File: src/rtl/core/abf_pkg.sv
// ----------------------------------------------------------------------------
// abf_pkg
// shared types and constants of the bitmap best-fit block allocator
// ----------------------------------------------------------------------------
package abf_pkg;

	// map geometry
	localparam int NUM_BLOCKS = 4096;
	localparam int WORD_W     = 32;
	localparam int MAP_WORDS  = NUM_BLOCKS / WORD_W;
	localparam int BIT_W      = $clog2(WORD_W);
	localparam int WADDR_W    = $clog2(MAP_WORDS);
	localparam int BLK_W      = $clog2(NUM_BLOCKS);
	localparam int CNT_W      = BLK_W + 1;

	// request codes
	localparam logic [1:0] REQ_ALLOC = 2'd0;
	localparam logic [1:0] REQ_FREE  = 2'd1;
	localparam logic [1:0] REQ_MARK  = 2'd2;

	// status codes
	localparam logic [1:0] ST_OK      = 2'd0;
	localparam logic [1:0] ST_INVALID = 2'd1;
	localparam logic [1:0] ST_NOSPACE = 2'd2;

	// register indexes
	localparam logic CFG_TOTAL    = 1'b0;
	localparam logic CFG_RESERVED = 1'b1;

	localparam logic [CNT_W-1:0] DISK_MAX       = CNT_W'(NUM_BLOCKS);
	localparam logic [CNT_W-1:0] TOTAL_RESET    = CNT_W'(4096);
	localparam logic [CNT_W-1:0] RESERVED_RESET = CNT_W'(2);

	typedef struct packed {
		logic [1:0]       req_type;
		logic [BLK_W-1:0] start_block;
		logic [CNT_W-1:0] block_count;
	} req_t;

	typedef struct packed {
		logic [1:0]       status;
		logic [BLK_W-1:0] extent_start;
		logic [CNT_W-1:0] extent_length;
	} rsp_t;

endpackage

File: src/rtl/core/abf_ram.sv
// ----------------------------------------------------------------------------
// abf_ram
// generic simple dual-port ram, one write and one registered read port
// ----------------------------------------------------------------------------
module abf_ram #(
	parameter int WIDTH = 32,
	parameter int DEPTH = 128
) (
	input  logic                     clk,
	input  logic                     we,
	input  logic [$clog2(DEPTH)-1:0] waddr,
	input  logic [WIDTH-1:0]         wdata,
	input  logic [$clog2(DEPTH)-1:0] raddr,
	output logic [WIDTH-1:0]         rdata
);

	logic [WIDTH-1:0] mem_q [DEPTH];

	always_ff @(posedge clk) begin
		if (we) begin
			mem_q[waddr] <= wdata;
		end
		rdata <= mem_q[raddr];
	end

endmodule

File: src/rtl/core/bitmap_best_fit_block_allocator.sv
// ----------------------------------------------------------------------------
// bitmap_best_fit_block_allocator
// one used bit per disk block; allocate by hint or best fit, free, mark used
// ----------------------------------------------------------------------------
// Pulse start while busy is low with a request on req; the transaction is taken
// at that edge and busy stays high until the answer; invalid or empty requests
// answer in the following cycle without raising busy. The answer appears on rsp
// for exactly one cycle with done high and cannot be held off, so the receiver
// must capture it then. The map lives in a 128 x 32 ram with a registered read;
// a small sequencer walks it with one bit test per cycle (allocate), pausing to
// load each new word, or one read-modify-write per word (free, mark, grant).
// Free and mark load and rewrite each map word touched. An allocate tests each
// hinted block, loading each word entered; if the hint fails it scans from the
// first unreserved block to the disk end (or up to the first exact fit), then
// closes the last run unless an exact fit ended the scan, and writes each granted
// word. Rows of the map never written read as free, so no clearing pass is
// needed after reset. Configuration may only be written while busy is low.
// ----------------------------------------------------------------------------
module bitmap_best_fit_block_allocator (
	input  logic                           clk,
	input  logic                           arst_n,
	input  logic                           start,
	output logic                           busy,
	input  abf_pkg::req_t                  req,
	output logic                           done,
	output abf_pkg::rsp_t                  rsp,
	input  logic                           cfg_wr_en,
	input  logic                           cfg_index,
	input  logic [abf_pkg::CNT_W-1:0]      cfg_data
);

	localparam int BLK_W   = abf_pkg::BLK_W;
	localparam int CNT_W   = abf_pkg::CNT_W;
	localparam int BIT_W   = abf_pkg::BIT_W;
	localparam int WADDR_W = abf_pkg::WADDR_W;
	localparam int WORD_W  = abf_pkg::WORD_W;

	// sequencer states
	localparam logic [2:0] S_IDLE   = 3'd0;
	localparam logic [2:0] S_HFETCH = 3'd1; // load word for hint walk
	localparam logic [2:0] S_HBIT   = 3'd2; // test one hinted block
	localparam logic [2:0] S_SFETCH = 3'd3; // load word for best-fit scan
	localparam logic [2:0] S_SBIT   = 3'd4; // one scan step
	localparam logic [2:0] S_FINAL  = 3'd5; // close the run open at disk end
	localparam logic [2:0] S_WFETCH = 3'd6; // load word for range write
	localparam logic [2:0] S_WMOD   = 3'd7; // merge mask and write back

	// configuration registers
	logic [CNT_W-1:0] total_q;
	logic [CNT_W-1:0] reserved_q;

	// sequencer and walk state
	logic [2:0]       state_q;
	logic [BLK_W-1:0] pos_q;        // current block (its word during writes)
	logic [BLK_W-1:0] last_q;       // last block of the current walk
	logic [BLK_W-1:0] lo_q;         // first block of a range write
	logic             mark_q;       // range write sets bits
	logic             alloc_q;      // range write is a grant
	logic [BLK_W-1:0] first_q;
	logic [CNT_W-1:0] count_q;

	// best-fit bookkeeping
	logic [CNT_W-1:0] run_q;
	logic [BLK_W-1:0] run_start_q;
	logic [CNT_W-1:0] best_len_q;
	logic [BLK_W-1:0] pick_start_q;
	logic             found_q;

	// result transaction
	logic             done_q;
	abf_pkg::rsp_t    rsp_q;

	// map storage; one valid flop per row, rows never written read as free
	logic [abf_pkg::MAP_WORDS-1:0] vld_q;
	logic                          vld_rd_q;
	logic                          ram_we;
	logic [WADDR_W-1:0]            ram_addr;
	logic [WORD_W-1:0]             ram_wdata;
	logic [WORD_W-1:0]             ram_rdata;

	abf_ram #(
		.WIDTH(WORD_W),
		.DEPTH(abf_pkg::MAP_WORDS)
	) u_map (
		.clk  (clk),
		.we   (ram_we),
		.waddr(ram_addr),
		.wdata(ram_wdata),
		.raddr(ram_addr),
		.rdata(ram_rdata)
	);

	// datapath
	logic [CNT_W-1:0] limit;
	logic [BLK_W-1:0] limit_last;
	logic [CNT_W:0]   req_end;
	logic [CNT_W:0]   req_hi;
	logic [BLK_W-1:0] req_hi_last;
	logic             req_bad;
	logic             hint_fits;
	logic             scan_empty;
	logic [WORD_W-1:0] word_cur;
	logic             bit_used;
	logic             last_bit;
	logic             word_end;
	logic [BLK_W-1:0] pos_inc;
	logic [CNT_W-1:0] run_inc;
	logic             run_fits;
	logic             exact_hit;
	logic [BLK_W-1:0] fin_start;
	logic             fin_ok;
	logic [BLK_W-1:0] grant_start;
	logic [CNT_W:0]   grant_end;
	logic [BLK_W-1:0] grant_last;
	logic [WORD_W-1:0] lo_mask;
	logic [WORD_W-1:0] hi_mask;
	logic [WORD_W-1:0] wr_mask;
	logic             wr_last_word;

	// totals above the map size act as the map size
	assign limit      = (total_q > abf_pkg::DISK_MAX) ? abf_pkg::DISK_MAX : total_q;
	assign limit_last = BLK_W'(limit - CNT_W'(1));

	assign req_end     = {2'b00, req.start_block} + {1'b0, req.block_count};
	assign req_hi      = (req_end > {1'b0, limit}) ? {1'b0, limit} : req_end;
	assign req_hi_last = BLK_W'(req_hi - (CNT_W+1)'(1));
	assign req_bad     = (req.block_count == '0) || ({1'b0, req.start_block} >= limit);
	assign hint_fits   = (req_end <= {1'b0, limit});
	assign scan_empty  = (reserved_q >= limit);

	// shared bit test: reserved blocks always read as used
	assign word_cur = vld_rd_q ? ram_rdata : '0;
	assign bit_used = ({1'b0, pos_q} < reserved_q) || word_cur[pos_q[BIT_W-1:0]];
	assign last_bit = (pos_q == last_q);
	assign word_end = (pos_q[BIT_W-1:0] == {BIT_W{1'b1}});
	assign pos_inc  = pos_q + BLK_W'(1);

	// run tracking
	assign run_inc   = run_q + CNT_W'(1);
	assign run_fits  = (run_q >= count_q) && (run_q < best_len_q);
	assign exact_hit = bit_used && run_fits && (run_q == count_q);
	assign fin_start = run_fits ? run_start_q : pick_start_q;
	assign fin_ok    = found_q || run_fits;

	// start of the granted extent, by where the grant is decided
	always_comb begin
		case (state_q)
			S_HBIT:  grant_start = first_q;
			S_SBIT:  grant_start = run_start_q;
			default: grant_start = fin_start;
		endcase
	end
	assign grant_end  = {2'b00, grant_start} + {1'b0, count_q};
	assign grant_last = BLK_W'(grant_end - (CNT_W+1)'(1));

	// range write: mask the word between lo_q and last_q
	assign lo_mask = (pos_q[BLK_W-1:BIT_W] == lo_q[BLK_W-1:BIT_W])
		? ({WORD_W{1'b1}} << lo_q[BIT_W-1:0]) : {WORD_W{1'b1}};
	assign hi_mask = (pos_q[BLK_W-1:BIT_W] == last_q[BLK_W-1:BIT_W])
		? ({WORD_W{1'b1}} >> (BIT_W'(WORD_W - 1) - last_q[BIT_W-1:0])) : {WORD_W{1'b1}};
	assign wr_mask      = lo_mask & hi_mask;
	assign wr_last_word = (pos_q[BLK_W-1:BIT_W] == last_q[BLK_W-1:BIT_W]);

	assign ram_we    = (state_q == S_WMOD);
	assign ram_addr  = pos_q[BLK_W-1:BIT_W];
	assign ram_wdata = mark_q ? (word_cur | wr_mask) : (word_cur & ~wr_mask);

	// configuration
	always_ff @(posedge clk or negedge arst_n) begin
		if (!arst_n) begin
			total_q    <= abf_pkg::TOTAL_RESET;
			reserved_q <= abf_pkg::RESERVED_RESET;
		end else if (cfg_wr_en) begin
			case (cfg_index)
				abf_pkg::CFG_TOTAL:    total_q    <= cfg_data;
				abf_pkg::CFG_RESERVED: reserved_q <= cfg_data;
				default: ;
			endcase
		end
	end

	// row valid flags follow the ram read
	always_ff @(posedge clk or negedge arst_n) begin
		if (!arst_n) begin
			vld_q    <= '0;
			vld_rd_q <= 1'b0;
		end else begin
			vld_rd_q <= vld_q[ram_addr];
			if (ram_we) begin
				vld_q[ram_addr] <= 1'b1;
			end
		end
	end

	// sequencer
	always_ff @(posedge clk or negedge arst_n) begin
		if (!arst_n) begin
			state_q <= S_IDLE;
			done_q  <= 1'b0;
		end else begin
			done_q <= 1'b0;
			case (state_q)
				S_IDLE: begin
					if (start) begin
						first_q <= req.start_block;
						count_q <= req.block_count;
						if (req.req_type == abf_pkg::REQ_FREE ||
						    req.req_type == abf_pkg::REQ_MARK) begin
							if (req_bad) begin
								// nothing inside the disk to touch
								done_q <= 1'b1;
								rsp_q  <= '{status: abf_pkg::ST_OK,
								           extent_start: '0, extent_length: '0};
							end else begin
								mark_q  <= (req.req_type == abf_pkg::REQ_MARK);
								alloc_q <= 1'b0;
								lo_q    <= req.start_block;
								pos_q   <= req.start_block;
								last_q  <= req_hi_last;
								state_q <= S_WFETCH;
							end
						end else if (req.req_type != abf_pkg::REQ_ALLOC || req_bad) begin
							done_q <= 1'b1;
							rsp_q  <= '{status: abf_pkg::ST_INVALID,
							           extent_start: '0, extent_length: '0};
						end else if (hint_fits) begin
							pos_q   <= req.start_block;
							last_q  <= req_hi_last;
							state_q <= S_HFETCH;
						end else begin
							// hint runs off the disk: go straight to the scan
							run_q      <= '0;
							found_q    <= 1'b0;
							best_len_q <= limit + CNT_W'(1);
							pos_q      <= reserved_q[BLK_W-1:0];
							last_q     <= limit_last;
							state_q    <= scan_empty ? S_FINAL : S_SFETCH;
						end
					end
				end

				S_HFETCH: state_q <= S_HBIT;

				S_HBIT: begin
					if (bit_used) begin
						run_q      <= '0;
						found_q    <= 1'b0;
						best_len_q <= limit + CNT_W'(1);
						pos_q      <= reserved_q[BLK_W-1:0];
						last_q     <= limit_last;
						state_q    <= scan_empty ? S_FINAL : S_SFETCH;
					end else if (last_bit) begin
						// whole hinted range free: grant it
						mark_q  <= 1'b1;
						alloc_q <= 1'b1;
						lo_q    <= grant_start;
						pos_q   <= grant_start;
						last_q  <= grant_last;
						state_q <= S_WFETCH;
					end else begin
						pos_q   <= pos_inc;
						state_q <= word_end ? S_HFETCH : S_HBIT;
					end
				end

				S_SFETCH: state_q <= S_SBIT;

				S_SBIT: begin
					if (bit_used) begin
						run_q <= '0;
						if (run_fits) begin
							pick_start_q <= run_start_q;
							best_len_q   <= run_q;
							found_q      <= 1'b1;
						end
					end else begin
						run_q <= run_inc;
						if (run_q == '0) begin
							run_start_q <= pos_q;
						end
					end
					if (exact_hit) begin
						// exact fit ends the scan at once
						mark_q  <= 1'b1;
						alloc_q <= 1'b1;
						lo_q    <= grant_start;
						pos_q   <= grant_start;
						last_q  <= grant_last;
						state_q <= S_WFETCH;
					end else if (last_bit) begin
						state_q <= S_FINAL;
					end else begin
						pos_q   <= pos_inc;
						state_q <= word_end ? S_SFETCH : S_SBIT;
					end
				end

				S_FINAL: begin
					if (fin_ok) begin
						mark_q  <= 1'b1;
						alloc_q <= 1'b1;
						lo_q    <= grant_start;
						pos_q   <= grant_start;
						last_q  <= grant_last;
						state_q <= S_WFETCH;
					end else begin
						done_q  <= 1'b1;
						rsp_q   <= '{status: abf_pkg::ST_NOSPACE,
						            extent_start: '0, extent_length: '0};
						state_q <= S_IDLE;
					end
				end

				S_WFETCH: state_q <= S_WMOD;

				S_WMOD: begin
					if (wr_last_word) begin
						done_q <= 1'b1;
						if (alloc_q) begin
							rsp_q <= '{status: abf_pkg::ST_OK,
							          extent_start: lo_q, extent_length: count_q};
						end else begin
							rsp_q <= '{status: abf_pkg::ST_OK,
							          extent_start: '0, extent_length: '0};
						end
						state_q <= S_IDLE;
					end else begin
						pos_q   <= {pos_q[BLK_W-1:BIT_W] + WADDR_W'(1), BIT_W'(0)};
						state_q <= S_WFETCH;
					end
				end

				default: state_q <= S_IDLE;
			endcase
		end
	end

	assign busy = (state_q != S_IDLE);
	assign done = done_q;
	assign rsp  = rsp_q;

	// an answer follows either a busy cycle or a transaction taken while idle
	a_done_after_busy: assert property (@(posedge clk) disable iff (!arst_n)
		done |-> $past(busy || start))
		else $error("done without a request in flight");

	// an accepted transaction either answers at once or holds busy
	a_accept_progress: assert property (@(posedge clk) disable iff (!arst_n)
		(start && !busy) |=> (busy || done))
		else $error("accepted transaction dropped");

	// failed answers carry an empty extent
	a_empty_extent: assert property (@(posedge clk) disable iff (!arst_n)
		(done && rsp.status != abf_pkg::ST_OK) |->
		(rsp.extent_start == '0 && rsp.extent_length == '0))
		else $error("extent reported on a failed request");

	// bit walks and range writes stay inside their range
	a_walk_in_range: assert property (@(posedge clk) disable iff (!arst_n)
		(state_q == S_HBIT || state_q == S_SBIT || state_q == S_WMOD) |->
		(pos_q[BLK_W-1:BIT_W] <= last_q[BLK_W-1:BIT_W]))
		else $error("walk ran past its last block");

endmodule

File: config.mk
export PLATFORM = sky130hd
export DESIGN_NAME = bitmap_best_fit_block_allocator
export DESIGN_NICKNAME = d
export VERILOG_FILES = /design/src/rtl/core/abf_pkg.sv /design/src/rtl/core/abf_ram.sv /design/src/rtl/core/bitmap_best_fit_block_allocator.sv
export SDC_FILE = /design/constraint.sdc
export NUM_CORES = 2
export LEC_CHECK = 0
export BUFFER_PORTS_ARGS = -buffer_cell sky130_fd_sc_hd__buf_2
export CORE_AREA = 3 3 512 514
export CTS_CLUSTER_SIZE = 20
export DETAILED_ROUTE_END_ITERATION = 7
export DIE_AREA = 0 0 515 517
export HOLD_SLACK_MARGIN = 0.02
export PLACE_DENSITY_LB_ADDON = 0.15
export SYNTH_ARGS = -nofsm -noshare
export SYNTH_HDL_FRONTEND = slang
export SYNTH_HIERARCHICAL = 1
export SYNTH_SLANG_ARGS = --single-unit
File: constraint.sdc
create_clock -name clk -period 14.4 [get_ports clk]
set_input_delay 0.72 -clock clk [delete_from_list [all_inputs] [get_ports clk]]
set_output_delay 0.72 -clock clk [all_outputs]
set_load 0.01 [all_outputs]
==> metrics.yaml <==
cts:
  clk_latency_ps: 1000
  cts_max_path_buffers: 4
  root_buffer: "clkbuf_16"
  cts_resized: 0
  numCtsBuffers: 421
  cts_sinks: 4428
  cts.clk_slew.worst_paths_ps: 60
  cts_tree: "done"
  cts.htree.levels: 5
layout:
  n_fill_cell: 12518
  multi_input_area_sq_um: 42500
  final_common_cell: "edfxtp_1"
  layout-drive-gt1-share_pct: 29.9
  final_cell_mix: "4237 x edfxtp_1, 1345 x mux4_2, 426 x clkbuf_16"
  nNetsFinal: 8435
  layout.area.seq_sq_um: 132000
  syn_to_final_growth_pct: 11.6
  fin_cells: 12037
min_path:
  min_from: "cfg_data[0]"
  hold_class: "primary input to flip-flop"
synth:
  seq_area_frac_synth_pct: 75.3
  yosysTopAreaCell: "edfxtp_1"
  synth_flop_cell: "edfxtp_1"
  synth_top_cells_by_area: "edfxtp_1 73%, mux4_2 17%, dfrtp_1 2.2%, ha_1 0.84%, clkbuf_1 0.55%"
  synth_area_per_cell_sq_um: 22.2
  postSynth.asyncResetShare_pct: 3.59
  ys_ff_latch: 4428
  synth_edf_count: 4237
  synthDistinctLibCells: 96
  yosysWarnings: 6
  netlist.area_leader.share_pct: 72.6
  synth_area_sq_um: 175000
  synth_nets: 8060
  synthesis.instances: 7896
placed_design:
  hpwlAfterDp_mm: 258
  place.gp.congestion: 0.944
  portBuffers: 73
  dp_cells: 11209
floorplanning:
  initial_core_util_pct: 68.1
  core_sq_um: 257000
  dieArea_sq_um: 266000
  die_h_um: 517
  die_w_um: 515
  rows: 186
  io_pins: 74
setup_path:
  required_ps: 15000
  worst_setup_path_start_kind: "flip-flop"
  crit_chain: "nand3_1, inv_1, nor2b_1, nand3_2, nor2_4, buf_4"
  max_stage_delay_ps: 1190
  path_max_fanout: 20
  cp.arrival_ps: 7020
  path_delay_family: "simple AND/OR/NAND/NOR gates"
  slowest_stage: "nand3_2"
  end_kind: "flip-flop"
  critPathKind: "flip-flop to flip-flop"
  crit_buf_inv: 2
  cp-startpoint: "state_q[1]"
  r2r_start: "state_q[1]"
routing:
  wl_met2_mm: 242
  wl_met3_mm: 73.5
  wl_mm: 514
  dr.max_layer_used: "met5"
  drt_first_pass_iters: 8
  wl_met1_mm: 168
  vias: 92211
  avgRoutedWirePerCell_um: 42.7
  ant_nets: 0
  viasPerCell: 7.66
  drt-initial-drc-count: 16243
  drcViolationCount: 2
job:
  cap_violations: 0
timing:
  maxSlewViolCount: 0
  period_share_pct: 44.6
  tightest_slew_ps: 1380
  hold_violations: 0
  fin_skew_ps: 86.8
  finalSetupViolCount: 0
  finalSetupTns_ps: 0
  rsz0062_at_grt: "false"
  min_period_ps: 6420
  max_freq_mhz: 156
  relSlewSlack_pct: 7.76
status:
  status: "finished with violations"
  violations: "DRC"
global_routing:
  antenna_found_initial: 57
  grt-ovfl-total: 0
  grt.total_usage_pct: 39.4
  grt_pass1_wl_mm: 722
  grt_max_degree: 161
  first_global_vias: 92574
pwr:
  ir_drop_uv: 211
  powerDensity_nw_per_um2: 201
  cellLeakagePower_nw: 62.9
[cells in the mapped netlist (all sizes together) (18+ instances only)]
library cell and instances:
mux4 1347, inv 115, o21bai 38, and3 52, nand3 89, o22ai 18
buf 159, nand4 38, a22oi 54, nor2b 20, a21o 118, clkbuf 257
xnor2 47, xor2 38, mux2i 25, dfrtp 157, a21oi 90, o211ai 25
mux2 63, o21ai 114, edfxtp 4237, nor2 228, ha 117, nand2 141
dfxtp 32, nor3 52
[path summary, 6_finish.rpt]
| kind | endpoint | slack, ps | cells after the start |
|---|---|---|---|
| setup / recovery | u_map/mem_q[70][12] | 7980 | 6 |
| setup reg to reg | u_map/mem_q[70][12] | 7980 | 6 |
| hold / removal | reserved_q[0] | 90 | 2 |
| min in group asynchronous | state_q[1] | 440 | 2 |
| hold reg to reg | vld_q[2] | 460 | 1 |
| max in group asynchronous | vld_q[18] | 12360 | 3 |
[timing repair]
action | in CTS | in global routing
setup endpoints to repair | 0 | 0
hold buffers | 23 | 0
setup buffers | 0 | 0
endpoints found under the hold margin | 104 | 0
[registers in the layout, summed over array words and instances, names as in the netlist, 3 cells and up]
name and cells:
lo_q 12, count_q 13, u_map/rdata 32, vld_q 128, state_q 3, pick_start_q 12, run_start_q 12, rsp 27
last_q 12, best_len_q 13, total_q 13, u_map/mem_q 4096, pos_q 12, run_q 13, reserved_q 13, first_q 12
[metrics by stage]
stage               hold WS, ps  util, %  instance area [sq um]  power, mW  setup WS (ps)
floorplan                   424        -                 175000       23.6           6460
global placement            437     70.5                 182000       27.5           7870
global route               74.0     76.0                 196000       40.2           7970
detailed placement          444     70.5                 182000       27.7           7950
finish                     93.7     76.0                 196000       39.3           7980
CTS                        22.4     76.0                 196000       39.1           8370
[cell families (layout without fill, tap and decap cells)]
logic type	count (synthesis)	count (layout)	synth area share, %
AOI/OAI and AO/OA	603	603	2.39
other	0	20	0
DFF	4428	4428	75.3
adders and majority gates	119	119	0.859
and+or+nand+nor	694	694	1.91
muxes	1435	1435	17.9
xor gates and xnor gates	85	85	0.429
buffers and inverters	532	1269	1.26
[where the power goes]
part           total, mW  leakage, nW  internal, mW  switching, mW
combinational       12.2         15.7          4.69           7.55
sequential          15.9         40.5          15.5          0.401
clock               11.2         6.69          6.30           4.92
total               39.3         62.9          26.4           12.9
[metal layers]
metal | vias to the layer above | GRT usage [%]
met4 | 20 | 19.7
met3 | 1611 | 10.8
met2 | 8404 | 60.1
met1 | 47937 | 53.9
li1 | 34239 | -
met5 | - | 0
[layout make-up]
cell class                 instances  share of cell area, %
antenna                           20                 0.0256
clock buffer                     546                   5.82
clock inverter                   239                   1.20
inverter                         115                  0.221
multi-input combinational       2936                   21.7
sequential                      4428                   67.4
tap                             3384                   2.17
timing repair buffer             369                   1.42
Note: power is estimated with default switching activity, not from simulation.
